[config.mk]
export PLATFORM = sky130hd
export DESIGN_NAME = sql_statement_splitter_top
export DESIGN_NICKNAME = d
export VERILOG_FILES = /design/src/rtl/sqlspl_pkg.sv /design/src/rtl/sqlspl_ctrl.sv /design/src/rtl/sqlspl_dp.sv /design/src/rtl/sql_statement_splitter_top.sv
export SDC_FILE = /design/constraint.sdc
export NUM_CORES = 1
export LEC_CHECK = 0
export ABC_AREA = 1
export BUFFER_PORTS_ARGS = -buffer_cell sky130_fd_sc_hd__clkbuf_2
export CORE_AREA = 2 2 164 286
export CTS_BUF_LIST = sky130_fd_sc_hd__clkbuf_8
export DETAILED_ROUTE_END_ITERATION = 12
export DIE_AREA = 0 0 166 288
export PLACE_DENSITY = 0.62
export SKIP_LAST_GASP = 1
export SYNTH_ARGS = -nofsm -noshare
export SYNTH_HDL_FRONTEND = slang
export SYNTH_SLANG_ARGS = --single-unit
[constraint.sdc]
create_clock -name clk -period 6.3 [get_ports clk]
set_clock_uncertainty 0.2 [all_clocks]
set_input_delay 0.315 -clock clk [delete_from_list [all_inputs] [get_ports clk]]
set_output_delay 0.315 -clock clk [all_outputs]
set_load 0.02 [all_outputs]
[src/rtl/sqlspl_pkg.sv]
// Package for the SQL statement splitter: item types, mode and kind codes,
// character constants and the control and status bundles of the core.
// No dependencies; every other file in rtl imports it.
package sqlspl_pkg;

  // Depth of the held-back whitespace run and the derived widths.
  localparam int SPACE_DEPTH = 16;
  localparam int SPACE_CNT_W = $clog2(SPACE_DEPTH + 1);
  localparam int SPACE_IDX_W = (SPACE_DEPTH > 1) ? $clog2(SPACE_DEPTH) : 1;

  // One item can expand into at most this many actions.
  localparam int OPS_MAX = 5;
  localparam int OPS_CNT_W = $clog2(OPS_MAX + 1);

  localparam logic [15:0] CH_HASH  = 16'h0023;
  localparam logic [15:0] CH_SEMI  = 16'h003B;
  localparam logic [15:0] CH_BTICK = 16'h0060;
  localparam logic [15:0] CH_BSL   = 16'h005C;
  localparam logic [15:0] CH_SQ    = 16'h0027;
  localparam logic [15:0] CH_DQ    = 16'h0022;
  localparam logic [15:0] CH_STAR  = 16'h002A;
  localparam logic [15:0] CH_SLASH = 16'h002F;
  localparam logic [15:0] CH_DASH  = 16'h002D;
  localparam logic [15:0] CH_NL    = 16'h000A;
  localparam logic [15:0] CH_SPACE = 16'h0020;
  localparam logic [15:0] CH_TAB   = 16'h0009;
  localparam logic [15:0] CH_CR    = 16'h000D;

  typedef enum logic [2:0] {
    MODE_NORMAL = 3'd0,
    MODE_SQ     = 3'd1,
    MODE_DQ     = 3'd2,
    MODE_BQ     = 3'd3,
    MODE_LINE   = 3'd4,
    MODE_BLOCK  = 3'd5
  } mode_t;

  // Action kinds share their codes with the result kinds.
  typedef enum logic [1:0] {
    KIND_CHAR = 2'd0,
    KIND_END  = 2'd1,
    KIND_DONE = 2'd2,
    KIND_ERR  = 2'd3
  } kind_t;

  typedef enum logic [0:0] {
    ST_IDLE = 1'b0,
    ST_RUN  = 1'b1
  } ctrl_state_t;

  typedef enum logic [1:0] {
    EMIT_NONE  = 2'd0,
    EMIT_SPACE = 2'd1,
    EMIT_HEAD  = 2'd2
  } emit_sel_t;

  typedef struct packed {
    logic [15:0] char_code;
    logic        end_of_script;
  } in_item_t;

  typedef struct packed {
    logic [15:0] out_char;
    logic [1:0]  out_kind;
    logic        last_of_run;
  } out_item_t;

  typedef struct packed {
    kind_t       kind;
    logic [15:0] ch;
  } op_t;

  typedef struct packed {
    mode_t       mode;
    logic [15:0] h0;
    logic [15:0] h1;
    logic [1:0]  hcnt;
    logic        esc;
    logic        dlm;
  } parse_t;

  typedef struct packed {
    parse_t                    next;
    op_t [OPS_MAX-1:0]         ops;
    logic [OPS_CNT_W-1:0]      n;
  } plan_t;

  typedef struct packed {
    logic      load;
    logic      advance;
    emit_sel_t emit;
    logic      last;
    logic      space_push;
    logic      space_step;
    logic      space_clr;
    logic      open_set;
    logic      open_clr;
  } cmd_t;

  typedef struct packed {
    logic  plan_empty;
    kind_t head_kind;
    logic  head_ws;
    logic  head_is_last;
    logic  spaces_left;
    logic  space_room;
    logic  stmt_open;
    logic  later_hard;
    logic  later_endst;
    logic  out_free;
  } status_t;

endpackage

[src/rtl/sqlspl_ctrl.sv]
// Controller of the SQL statement splitter: walks the action list of one
// item, flushing held whitespace and emitting results. Uses sqlspl_pkg.
module sqlspl_ctrl
  import sqlspl_pkg::*;
(
  input  logic    clk,
  input  logic    rst,
  input  logic    in_valid,
  output logic    in_stall,
  input  status_t st,
  output cmd_t    cmd
);

  ctrl_state_t state, state_next;

  always_ff @(posedge clk) begin
    if (rst) begin
      state <= ST_IDLE;
    end else begin
      state <= state_next;
    end
  end

  always_comb begin
    state_next = state;
    cmd        = '0;
    cmd.emit   = EMIT_NONE;
    in_stall   = (state != ST_IDLE);
    unique case (state)
      ST_IDLE: begin
        if (in_valid) begin
          cmd.load = 1'b1;
          if (!st.plan_empty) begin
            state_next = ST_RUN;
          end
        end
      end
      ST_RUN: begin
        unique case (st.head_kind)
          KIND_CHAR: begin
            if (st.head_ws) begin
              cmd.space_push = st.stmt_open && st.space_room;
              cmd.advance    = 1'b1;
            end else if (st.spaces_left) begin
              if (st.out_free) begin
                cmd.emit       = EMIT_SPACE;
                cmd.space_step = 1'b1;
              end
            end else if (st.out_free) begin
              // The statement is open after this character.
              cmd.emit      = EMIT_HEAD;
              cmd.last      = !(st.later_hard || st.later_endst);
              cmd.open_set  = 1'b1;
              cmd.space_clr = 1'b1;
              cmd.advance   = 1'b1;
            end
          end
          KIND_END: begin
            if (!st.stmt_open) begin
              cmd.space_clr = 1'b1;
              cmd.advance   = 1'b1;
            end else if (st.out_free) begin
              cmd.emit      = EMIT_HEAD;
              cmd.last      = !st.later_hard;
              cmd.open_clr  = 1'b1;
              cmd.space_clr = 1'b1;
              cmd.advance   = 1'b1;
            end
          end
          default: begin
            if (st.out_free) begin
              cmd.emit      = EMIT_HEAD;
              cmd.last      = 1'b1;
              cmd.open_clr  = 1'b1;
              cmd.space_clr = 1'b1;
              cmd.advance   = 1'b1;
            end
          end
        endcase
        if (cmd.advance && st.head_is_last) begin
          state_next = ST_IDLE;
        end
      end
      default: begin
        state_next = ST_IDLE;
      end
    endcase
  end

endmodule

[src/rtl/sqlspl_dp.sv]
// Datapath of the SQL statement splitter: parse state, action list,
// whitespace buffer and output register. Uses sqlspl_pkg.
module sqlspl_dp
  import sqlspl_pkg::*;
(
  input  logic      clk,
  input  logic      rst,
  input  in_item_t  in_item,
  input  cmd_t      cmd,
  output status_t   st,
  output logic      out_valid,
  input  logic      out_stall,
  output out_item_t out_item
);

  function automatic logic is_ws(logic [15:0] c);
    return (c == CH_SPACE) || ((c >= CH_TAB) && (c <= CH_CR));
  endfunction

  function automatic op_t mk_op(kind_t k, logic [15:0] c);
    op_t o;
    o.kind = k;
    o.ch   = (k == KIND_CHAR) ? c : 16'h0000;
    return o;
  endfunction

  // Turns one character into the ordered list of actions it causes and the
  // parse state it leaves behind.
  function automatic plan_t make_plan(parse_t s, in_item_t it);
    plan_t                r;
    parse_t               p;
    op_t [OPS_MAX-1:0]    ops;
    logic [OPS_CNT_W-1:0] n;
    logic [15:0]          c;
    logic [15:0]          d;
    logic [15:0]          first;
    logic                 run_n;
    logic                 done;
    logic                 closed;
    logic                 ok;
    p      = s;
    ops    = '0;
    n      = '0;
    c      = it.char_code;
    run_n  = 1'b0;
    done   = 1'b0;
    closed = 1'b0;
    ok     = 1'b1;
    first  = 16'h0000;
    d      = (s.mode == MODE_SQ) ? CH_SQ : (s.mode == MODE_DQ) ? CH_DQ : CH_BTICK;

    unique case (s.mode)
      MODE_LINE: begin
        if (c == CH_NL) begin
          ops[n] = mk_op(KIND_CHAR, CH_NL);
          n      = n + 1'b1;
          p.mode = MODE_NORMAL;
        end
      end
      MODE_BLOCK: begin
        if (p.hcnt != 2'd0) begin
          p.hcnt = 2'd0;
          if (c == CH_SLASH) begin
            ops[n] = mk_op(KIND_CHAR, CH_SPACE);
            n      = n + 1'b1;
            p.mode = MODE_NORMAL;
            closed = 1'b1;
          end
        end
        if (!closed && (c == CH_STAR)) begin
          p.h0   = CH_STAR;
          p.hcnt = 2'd1;
        end
      end
      MODE_SQ, MODE_DQ, MODE_BQ: begin
        if (p.esc) begin
          p.esc  = 1'b0;
          ops[n] = mk_op(KIND_CHAR, c);
          n      = n + 1'b1;
        end else if (p.dlm) begin
          p.dlm = 1'b0;
          if (c == d) begin
            ops[n] = mk_op(KIND_CHAR, c);
            n      = n + 1'b1;
          end else begin
            p.mode = MODE_NORMAL;
            run_n  = 1'b1;
          end
        end else begin
          ops[n] = mk_op(KIND_CHAR, c);
          n      = n + 1'b1;
          if (c == CH_BSL) begin
            p.esc = 1'b1;
          end else if (c == d) begin
            p.dlm = 1'b1;
          end
        end
      end
      default: begin
        p.mode = MODE_NORMAL;
        run_n  = 1'b1;
      end
    endcase

    if (run_n) begin
      // Held "--" resolves first, then a held single '-' or '/'.
      if (p.hcnt == 2'd2) begin
        if (is_ws(c)) begin
          p.hcnt = 2'd0;
          p.mode = MODE_LINE;
          if (c == CH_NL) begin
            ops[n] = mk_op(KIND_CHAR, CH_NL);
            n      = n + 1'b1;
            p.mode = MODE_NORMAL;
          end
          done = 1'b1;
        end else begin
          ops[n] = mk_op(KIND_CHAR, p.h0);
          n      = n + 1'b1;
          p.h0   = p.h1;
          p.hcnt = 2'd1;
        end
      end
      if (!done && (p.hcnt == 2'd1)) begin
        first  = p.h0;
        p.hcnt = 2'd0;
        if ((first == CH_DASH) && (c == CH_DASH)) begin
          p.h1   = CH_DASH;
          p.hcnt = 2'd2;
          done   = 1'b1;
        end else if ((first == CH_SLASH) && (c == CH_STAR)) begin
          p.mode = MODE_BLOCK;
          done   = 1'b1;
        end else begin
          ops[n] = mk_op(KIND_CHAR, first);
          n      = n + 1'b1;
        end
      end
      if (!done) begin
        if ((c == CH_DASH) || (c == CH_SLASH)) begin
          p.h0   = c;
          p.hcnt = 2'd1;
        end else if (c == CH_HASH) begin
          p.mode = MODE_LINE;
        end else if ((c == CH_SQ) || (c == CH_DQ) || (c == CH_BTICK)) begin
          ops[n] = mk_op(KIND_CHAR, c);
          n      = n + 1'b1;
          p.mode = (c == CH_SQ) ? MODE_SQ : (c == CH_DQ) ? MODE_DQ : MODE_BQ;
        end else if (c == CH_SEMI) begin
          ops[n] = mk_op(KIND_END, c);
          n      = n + 1'b1;
        end else begin
          ops[n] = mk_op(KIND_CHAR, c);
          n      = n + 1'b1;
        end
      end
    end

    if (it.end_of_script) begin
      if (p.mode == MODE_BLOCK) begin
        ok = 1'b0;
      end else if ((p.mode == MODE_SQ) || (p.mode == MODE_DQ) || (p.mode == MODE_BQ)) begin
        ok = p.dlm && !p.esc;
      end else if (p.mode != MODE_LINE) begin
        if (p.hcnt == 2'd1) begin
          ops[n] = mk_op(KIND_CHAR, p.h0);
          n      = n + 1'b1;
        end
      end
      if (ok) begin
        ops[n] = mk_op(KIND_END, c);
        n      = n + 1'b1;
        ops[n] = mk_op(KIND_DONE, c);
        n      = n + 1'b1;
      end else begin
        ops[n] = mk_op(KIND_ERR, c);
        n      = n + 1'b1;
      end
      p = '0;
    end

    r.next = p;
    r.ops  = ops;
    r.n    = n;
    return r;
  endfunction

  parse_t                 parse;
  plan_t                  pl;
  op_t [OPS_MAX-1:0]      ops;
  logic [OPS_CNT_W-1:0]   n;
  logic [OPS_CNT_W-1:0]   head;
  op_t                    head_op;
  logic                   stmt_open;
  logic [15:0]            space_buf [SPACE_DEPTH];
  logic [SPACE_CNT_W-1:0] space_count;
  logic [SPACE_CNT_W-1:0] space_rd;
  logic                   later_hard;
  logic                   later_endst;

  assign pl      = make_plan(parse, in_item);
  assign head_op = ops[head];

  always_comb begin
    later_hard  = 1'b0;
    later_endst = 1'b0;
    for (int j = 0; j < OPS_MAX; j++) begin
      if ((OPS_CNT_W'(j) > head) && (OPS_CNT_W'(j) < n)) begin
        if (ops[j].kind == KIND_END) begin
          later_endst = 1'b1;
        end else if ((ops[j].kind != KIND_CHAR) || !is_ws(ops[j].ch)) begin
          later_hard = 1'b1;
        end
      end
    end
  end

  always_comb begin
    st.plan_empty   = (pl.n == '0);
    st.head_kind    = head_op.kind;
    st.head_ws      = is_ws(head_op.ch);
    st.head_is_last = (head == (n - 1'b1));
    st.spaces_left  = (space_rd < space_count);
    st.space_room   = (space_count < SPACE_CNT_W'(SPACE_DEPTH));
    st.stmt_open    = stmt_open;
    st.later_hard   = later_hard;
    st.later_endst  = later_endst;
    st.out_free     = !out_valid || !out_stall;
  end

  always_ff @(posedge clk) begin
    if (rst) begin
      parse       <= '0;
      n           <= '0;
      head        <= '0;
      stmt_open   <= 1'b0;
      space_count <= '0;
      space_rd    <= '0;
      out_valid   <= 1'b0;
    end else begin
      if (cmd.load) begin
        parse <= pl.next;
        n     <= pl.n;
        head  <= '0;
      end
      if (cmd.advance) begin
        head <= head + 1'b1;
      end
      if (cmd.space_push) begin
        space_count <= space_count + 1'b1;
      end
      if (cmd.space_step) begin
        space_rd <= space_rd + 1'b1;
      end
      if (cmd.space_clr) begin
        space_count <= '0;
        space_rd    <= '0;
      end
      if (cmd.open_set) begin
        stmt_open <= 1'b1;
      end
      if (cmd.open_clr) begin
        stmt_open <= 1'b0;
      end
      if (cmd.emit != EMIT_NONE) begin
        out_valid <= 1'b1;
      end else if (!out_stall) begin
        out_valid <= 1'b0;
      end
    end
  end

  always_ff @(posedge clk) begin
    if (cmd.load) begin
      ops <= pl.ops;
    end
    if (cmd.space_push) begin
      space_buf[space_count[SPACE_IDX_W-1:0]] <= head_op.ch;
    end
    if (cmd.emit == EMIT_SPACE) begin
      out_item.out_char    <= space_buf[space_rd[SPACE_IDX_W-1:0]];
      out_item.out_kind    <= KIND_CHAR;
      out_item.last_of_run <= 1'b0;
    end else if (cmd.emit == EMIT_HEAD) begin
      out_item.out_char    <= head_op.ch;
      out_item.out_kind    <= head_op.kind;
      out_item.last_of_run <= cmd.last;
    end
  end

endmodule

[src/rtl/sql_statement_splitter_top.sv]
// SQL statement splitter, top level. An accepted item causes zero to five
// actions. The input stalls until the controller has walked them all and
// flushed any held whitespace before them, and longer while out_stall is
// high. Results are registered in the output register.
// Reset (rst, synchronous): parser returns to normal mode, no statement open.
module sql_statement_splitter_top
  import sqlspl_pkg::*;
(
  input  logic      clk,
  input  logic      rst,
  input  logic      in_valid,
  output logic      in_stall,
  input  in_item_t  in_item,
  output logic      out_valid,
  input  logic      out_stall,
  output out_item_t out_item
);

  // The datapath turns each accepted item into a short list of actions:
  // emit a character, close a statement, report the end of the script or an error.
  // The controller walks that list one action per cycle unless out_stall
  // holds it. Whitespace is held in a buffer and only flushed, one character
  // per cycle, once a non-whitespace character proves it lies inside a
  // statement; this flush and out_stall stretch an item beyond its actions.
  cmd_t    cmd;
  status_t st;

  sqlspl_ctrl u_ctrl (
    .clk      (clk),
    .rst      (rst),
    .in_valid (in_valid),
    .in_stall (in_stall),
    .st       (st),
    .cmd      (cmd)
  );

  // The output register lets the next item be accepted while the last result
  // of the previous one still waits to be taken.
  sqlspl_dp u_dp (
    .clk       (clk),
    .rst       (rst),
    .in_item   (in_item),
    .cmd       (cmd),
    .st        (st),
    .out_valid (out_valid),
    .out_stall (out_stall),
    .out_item  (out_item)
  );

endmodule
==> impl_metrics.yaml <==
floorplan:
  dieArea_mm2: 0.0478
  num_rows: 104
  die_x_um: 166
  io_pins: 42
  floorplan.die.height_um: 288
  core_region_area_mm2: 0.0457
  start_util_pct: 49.1
placement:
  place_worst_setup_slack_ns: 0.407
  place.gp.congestion: 1.11
  buffer_ports.inserted: 41
  hpwlAfterDp_um: 70600
clocking:
  post_cts_resize_count: 0
  ctsLongestPathBuffers: 3
  clock_tree.htree_level_count: 2
  number_of_clock_buffers_inserted_by_tritoncts: 58
  worst_skew_pair.late_latency_ns: 0.66
  worst_setup_hold_path_clk_slew_ns: 0.06
  cts_tree: "done"
  cts.root.buffer_cell: "clkbuf_8"
  tritoncts_num_sinks: 412
synthesis:
  netlist_instances: 2469
  syn-mean-instance-area_um2: 9.09
  synth_cell_type_count: 70
  dominantRegCellSynth: "edfxtp_1"
  synth_enable_flop_cells: 362
  synth.ff_latch_count: 412
  async_flop_share_pct: 0
  netlist.area_leader.share_pct: 48.5
  ys_top_cells_by_count: "nand2_1 (378), edfxtp_1 (362), o21ai_0 (287)"
  synth_seq_area_share_pct: 52.9
  yosys_warnings: 0
  synth_fp_nets: 2517
  most_common_cell_in_the_netlist: "nand2_1"
  combined_area_of_all_synthesized_cells_mm2: 0.0224
  synth.area.top_cells: "edfxtp_1 (48%), o21ai_0 (6.4%), nand2_1 (6.3%)"
  synth_area_leader_cell: "edfxtp_1"
route:
  drtPass1Iterations: 6
  initialDrtViolationCount: 2091
  via_count: 20067
  detail_route.vias_per_cell: 6.17
  drc: 0
  drt.antenna.violating_nets: 0
  drt-total-wl_um: 94800
  avgRoutedWirePerCell_um: 29.2
sta:
  finalCriticalPeriod_ns: 6.04
  finalHoldViolCount: 0
  setup_viol: 0
  worst_pin_slew_ns: 1.31
  relSlewSlack_pct: 12.0
  fin_tns_setup_ns: 0
  slew_limit_fails: 0
  final_min_period_over_clock_period_pct: 95.8
  maxClockFrequency_ghz: 0.166
  final_critical_path_setup_slack_ns: 0.263
  hold_worst_slack_ns: 0.0361
  grt_setup_unrepaired: "no"
global_routing:
  grt_util_met1_pct: 34.3
  overflow: 0
  grt.met3_usage_pct: 7.00
  gr-usage-all-layers_pct: 39.4
  number_of_antenna_violations_at_the_first_check_in_global_routing: 6
  grt_most_used_layer: "met2"
  first_pass_grt_wire_length_um: 135000
  vias_in_the_first_global_route: 20081
  grt.met2_usage_pct: 70.8
  largest_net_degree_at_the_start_of_global_routing: 91
pwr:
  p_total_mw: 5.79
  seqPwrFrac_pct: 54.3
  p_clk_share_pct: 36.6
  leakage_nw: 9.71
  p_sw_mw: 1.49
  power_switching_share_pct: 25.8
  ir_worst_vdd_mv: 0.181
  comb_power_share_pct: 9.1
  cellPowerDensity_mw_per_mm2: 226
  p_int_mw: 4.29
worst_setup_path:
  crit_path_top_delay_cell: "dfxtp_1"
  critical_path.startpoint: "u_dp.parse[37]"
  setup.worst_path.class: "reg -> reg"
  cell_repeated_most_along_the_worst_path: "inv_2"
  critPathArrivalTime_ns: 6.27
  timing.critical_path.slowest_cell_delay_ns: 0.52
  cp_max_fo: 17
  timing.rr.start: "u_dp.parse[37]"
  reg2reg_slack_ns: 0.26
  critPathCaptureType: "flip-flop"
  required_ns: 6.54
  setup.worst_path.start_class: "flip-flop"
worst_hold_path:
  hold_class: "in -> reg"
  timing.hold.worst.start: "in_item[11]"
final_layout:
  layout_stage_area_growth_over_the_synthesis_result_pct: 14.0
  drive_gt1_share_pct: 17.7
  multiInputGateArea_mm2: 0.00912
  post_layout_nets: 2666
  layout.filler_cells: 4081
  seq_area_mm2: 0.0119
run_status:
  outcome: "complete, no violations"
run:
  timing.max_cap.violations: 0
[cells in the final DEF, fill, tap and decap left out, types with 42 or more instances in the layout]
master	netlist	routed
a21oi_1	150	150
o211ai_1	42	42
edfxtp_1	362	362
o21ai_0	287	282
o221ai_1	47	47
dfxtp_1	50	47
buf_4	4	153
nand2_1	378	378
inv_1	200	208
clkbuf_8	0	60
nor2_1	281	263
o22ai_1	46	46
nand3_1	106	106
o21ai_1	41	46
[sequential cells by signal, summed over array words and instances, names as in the netlist, 3 cells and up, named ones only]
name              flops
u_dp.space_buf      256
u_dp.ops             90
u_dp.parse           24
u_dp.out_item        19
u_dp.space_count      5
u_dp.space_rd         5
u_dp.head             3
u_dp.n                3
[power groups by stage]
stage	Clock, mW	Combinational, mW	Sequential (mW)
5_1_grt	2.25	0.564	3.14
3_3_place_gp	0	0.491	3.20
2_1_floorplan	0	0.259	3.21
3_5_place_dp	0	0.504	3.20
6_report	2.12	0.528	3.14
4_1_cts	2.14	0.510	3.14
[through the flow]
| step | utilization (%) | std cells | area [um^2] |
|---|---|---|---|
| final | 56.0 | 3252 | 25600 |
| after detailed placement | 53.2 | 3131 | 24300 |
| after CTS | 56.0 | 3249 | 25600 |
| after global routing | 56.0 | 3250 | 25600 |
| after global placement | 53.2 | 3131 | 24300 |
| after floorplan | - | 2469 | 22400 |
[area by class of cell]
type / count / area share [%]
well taps: 583 / 2.85
multi-input cells: 1686 / 35.6
clock inverters: 48 / 1.29
clock buffers: 60 / 3.23
repair buffers: 221 / 7.01
inverters: 239 / 3.53
flip-flops and latches: 412 / 46.4
diodes: 3 / 0.0293
[worst paths after layout]
| check | to | cells after the start |
|---|---|---|
| worst max-delay path | u_dp.ops[4] | 36 |
| worst min-delay path | u_dp.ops[82] | 4 |
| worst min register to register | u_dp.parse[25] | 2 |
| worst max register to register | u_dp.ops[4] | 36 |
[cell families after synthesis]
group / after synthesis / share of synthesized area [%]
XOR/XNOR: 6 / 0.234
buffers and inverters: 371 / 6.68
multiplexers: 2 / 0.0892
AO/OA/AOI/OAI: 728 / 19.6
flip-flops: 412 / 52.9
AND/OR/NAND/NOR: 923 / 18.9
adder cells (fa/ha/maj): 27 / 1.51
[layer usage]
layer	vias up	wire length, um
met5	-	31
met3	445	5670
met2	1052	48200
met4	4	13700
met1	9500	27200
li1	9066	-
[critical path: cells and delay by family, from the launching register on]
family                     cells  cell delay (ns)
adders and majority gates      3             0.76
buffers and inverters         11             1.07
AOI/OAI and AO/OA              3             0.51
and+or+nand+nor               19             2.68
DFF                            1             0.52
[repair_timing]
item | 4_1_cts | 5_1_grt
hold buffers | 10 | 0
setup buffers | 0 | 0
endpoints found under the hold margin | 35 | 0
(Power assumes the default switching activity.)
